==> src/rtl/core/s2lab_cdiv.sv <==
`default_nettype none

// floor(num / DIV): reciprocal multiply in two partial products, then one correction
module s2lab_cdiv #(
   parameter int unsigned     NW  = 47,
   parameter longint unsigned DIV = 95047,
   parameter int unsigned     QW  = 31
) (
   input  logic          clock,
   input  logic          en,
   input  logic [NW-1:0] num,
   output logic [QW-1:0] quo
);

   localparam longint unsigned MUL_VAL = (64'd1 << NW) / DIV;
   localparam int unsigned     MW      = $clog2(MUL_VAL + 64'd1);
   localparam int unsigned     LO      = NW / 2;
   localparam int unsigned     HI      = NW - LO;
   localparam logic [MW-1:0]   MUL     = MW'(MUL_VAL);
   localparam logic [NW-1:0]   DIVN    = NW'(DIV);

   logic [LO+MW-1:0] plo_ff, plo_in;
   logic [HI+MW-1:0] phi_ff, phi_in;
   logic [NW-1:0]    n1_ff, n2_ff, n3_ff;
   logic [NW+MW-1:0] sum;
   logic [MW-1:0]    q0_ff, q0_in, q0b_ff, quo_ff, quo_in;
   logic [NW-1:0]    qd_ff, qd_in, rem;

   always_comb begin
      plo_in = (LO+MW)'(num[LO-1:0]) * (LO+MW)'(MUL);
      phi_in = (HI+MW)'(num[NW-1:LO]) * (HI+MW)'(MUL);
      sum    = ((NW+MW)'(phi_ff) << LO) + (NW+MW)'(plo_ff);
      q0_in  = sum[NW+MW-1:NW];
      qd_in  = NW'((NW+MW)'(q0_ff) * (NW+MW)'(DIV));
      rem    = n3_ff - qd_ff;
      // estimate is low by at most one
      quo_in = (rem >= DIVN) ? q0b_ff + 1'b1 : q0b_ff;
   end

   always_ff @(posedge clock) begin
      if (en) begin
         plo_ff <= plo_in;
         phi_ff <= phi_in;
         n1_ff  <= num;
         q0_ff  <= q0_in;
         n2_ff  <= n1_ff;
         qd_ff  <= qd_in;
         q0b_ff <= q0_ff;
         n3_ff  <= n2_ff;
         quo_ff <= quo_in;
      end
   end

   assign quo = QW'(quo_ff);

endmodule

`default_nettype wire

==> config.mk <==
export PLATFORM = sky130hd
export DESIGN_NAME = s2lab_cdiv
export DESIGN_NICKNAME = d
export VERILOG_FILES = /design/src/rtl/core/s2lab_cdiv.sv
export SDC_FILE = /design/constraint.sdc
export NUM_CORES = 2
export LEC_CHECK = 0
export BUFFER_PORTS_ARGS = -buffer_cell sky130_fd_sc_hd__clkbuf_2
export CELL_PAD_IN_SITES_DETAIL_PLACEMENT = 0
export CELL_PAD_IN_SITES_GLOBAL_PLACEMENT = 1
export CORE_MARGIN = 3
export CORE_UTILIZATION = 55
export DETAILED_ROUTE_END_ITERATION = 8
export GPL_ROUTABILITY_DRIVEN = 1
export PLACE_DENSITY = 0.89
export SYNTH_ARGS = -nofsm -noshare
export SYNTH_HDL_FRONTEND = slang
export SYNTH_SLANG_ARGS = --single-unit
==> constraint.sdc <==
create_clock -name clock -period 13.4 [get_ports clock]
set_input_delay 2.68 -clock clock [delete_from_list [all_inputs] [get_ports clock]]
set_output_delay 2.68 -clock clock [all_outputs]
set_load 0.02 [all_outputs]
==> impl_metrics.json <==
{
  "cp.arrival_ps": 10070,
  "crit_fanout": 10,
  "area_delta_synth_final_pct": 6.61,
  "numClockSinks": 363,
  "dpl_cell_area_um2": 50000,
  "io_buffer_count": 79,
  "holdWs_ps": 390,
  "hold_viol": 0,
  "cts_hold_buf": 0,
  "synth.avg_cell_area_um2": 10.8,
  "vias_per_cell": 5.46,
  "cts_tree": "done",
  "nets": 6133,
  "dp_hpwl_mm": 99.8,
  "die_w_um": 302,
  "cp_num_buf_inv": 5,
  "syn_nets": 6040,
  "clk_path_buf_depth": 3,
  "synth_top_area_share_pct": 28.4,
  "setup_tns_ps": 0,
  "synthFlopType": "edfxtp_1",
  "synth.area.top_cells": "fa_1, edfxtp_1, ha_1",
  "grt_overflow": 0,
  "yosysSeqAreaShare_pct": 22.6,
  "maxCapViolCount": 0,
  "synth_top_cell_by_area": "fa_1",
  "startpoint_type": "input pin",
  "fin_area_um2": 51500,
  "finalWirelength_mm": 118,
  "synth-edff-count": 363,
  "drt_iter0_markers": 2074,
  "critical_path_class": "in2reg",
  "routabilityCongestion": 0.994,
  "wl_met3_mm": 8.16,
  "postLayoutCoreUtil_pct": 59.3,
  "drt_first_pass_iters": 5,
  "synthCells": 4464,
  "synth_cell_types": 82,
  "cp_top_family": "adder cells",
  "wire_per_inst_um": 20.5,
  "crit_top_cell": "fa_1",
  "grt_max_degree": 91,
  "grt_util_all_layers_pct": 26.6,
  "num_io_pins": 80,
  "critPathMaxStageDelay_ps": 560,
  "fin_crit_sh_pct": 72.7,
  "finClkSkew_ps": 40.2,
  "grt_pass1_vias": 33100,
  "grt_antenna_before_repair": 3,
  "synthArstFlopShare_pct": 0,
  "ant_nets": 0,
  "path_clk_slew_ps": 60,
  "max-slew-margin-rel_pct": 36.9,
  "syn_area_um2": 48300,
  "hp-class": "reg2reg",
  "endpoint_kind": "register",
  "grt_setup_unrepaired": "no",
  "initial_utilization_pct": 55.6,
  "synth_seq_cells": 363,
  "coreArea_um2": 86900,
  "drc": 0,
  "cts_buffers": 44,
  "final-max-slew-violation-count": 0,
  "fmax_mhz": 103,
  "status": "completed",
  "cts_setup_buffers": 0,
  "top_layer_used": "met5",
  "cts_root_buffer": "clkbuf_16",
  "final_common_cell": "inv_1",
  "wl_met2_mm": 54.7,
  "cp_cell_sequence": "clkbuf_2, fa_1, fa_1, inv_1, fa_1, inv_1, fa_1, inv_1, fa_1, inv_1, fa_1, fa_1, ha_1, and3_1, a221oi_1, nand2_1, a221oi_1, a21bo_2, a221o_1, a2111oi_0, o21ai_1, a221o_1, a21oi_1, xnor2_1",
  "crit_required_ps": 13730,
  "cts-htree-levels": 2,
  "ys_warn_count": 0,
  "cp_slowest_cell": "a2111oi_0",
  "clk_latency_ps": 600,
  "via_count": 31400,
  "drive_gt1_share_pct": 4.05,
  "wl_met1_mm": 51.8,
  "ctsResizeCount": 0,
  "die_h_um": 302,
  "fin_crit_ps": 9740,
  "grt_pass1_wl_mm": 186,
  "layout_common_cells": "inv_1, ha_1, fa_1, edfxtp_1, a21oi_1",
  "worstMarginPinSlew_ps": 947,
  "setup_viol": 0,
  "rows": 108,
  "die_area_um2": 91400
}
-- routing by layer --
metal  GRT usage (%)  vias to the layer above
met5               0                        -
met4            7.12                        2
met3            5.32                      185
met2            42.8                      883
met1            37.1                    15500
li1                -                    14800
-- logic make-up after synthesis --
kind of cell,Yosys count,synth area share [%]
multiplexers,9,0.199
buffers and inverters,1236,9.70
AO/OA/AOI/OAI,561,7.66
AND/OR/NAND/NOR,574,6.13
adder cells (fa/ha/maj),1527,50.2
XOR/XNOR,194,3.52
flip-flops,363,22.6
-- layout make-up --
class / count / area, um2
tap: 1155 / 1450
timing repair buffer: 84 / 443
clock inverter: 32 / 345
fill: 7215 / 35400
multi-input combinational: 2865 / 32700
clock buffer: 49 / 1140
antenna: 1 / 2.50
inverter: 1199 / 4500
sequential: 363 / 10900
-- through the flow --
step | std cells | setup slack [ps]
3_3_place_gp | 5666 | 3160
3_5_place_dp | 5666 | 3080
2_1_floorplan | 4464 | 4010
4_1_cts | 5747 | 3720
5_1_grt | 5747 | 3370
6_report | 5748 | 3660
-- worst paths after layout --
path | startpoint | to | slack (ps) | cells past startpoint
setup / recovery | num[29] | phi_ff[48]$_DFFE_PP_ | 3660 | 24
hold / removal | n2_ff[16]$_DFFE_PP_ | n3_ff[16]$_DFFE_PP_ | 390 | 0
setup reg to reg | q0_ff[9]$_DFFE_PP_ | qd_ff[45]$_DFFE_PP_ | 5900 | 22
hold reg to reg | n2_ff[16]$_DFFE_PP_ | n3_ff[16]$_DFFE_PP_ | 390 | 0
-- cell usage after synthesis (5+ instances only) --
master,n
o221ai_1,5
nor2b_1,20
nor3b_1,6
a31o_2,5
a21o_1,90
o21bai_1,23
ha_1,841
or3_1,18
nor4b_1,7
a31oi_1,17
o2111ai_1,8
a21oi_1,169
nand3b_1,5
a2111oi_0,9
nand2b_1,23
nor2_1,107
o31ai_1,7
nand4_1,34
nand2_1,140
a221oi_1,6
xnor2_1,110
buf_2,11
and3_1,39
or4_1,5
fa_1,686
a211oi_1,21
or2_2,10
inv_1,1199
and2_1,15
nor4_1,19
o211ai_1,16
a211o_1,7
o21ai_1,8
o21ai_0,82
edfxtp_1,363
xor2_1,84
nor3_1,41
a311oi_1,8
nand3_1,62
o22ai_1,5
o21a_1,26
and4_1,16
clkbuf_1,22
-- flip-flops by register name, summed over array words and instances (netlist names), 34 cells and up --
register  cells
n1_ff        41
n2_ff        47
n3_ff        47
phi_ff       55
plo_ff       34
qd_ff        46
Power is left out: the tool's default activity adds up to more than one toggle a clock period on the data nets, which glitch-free logic cannot reach.
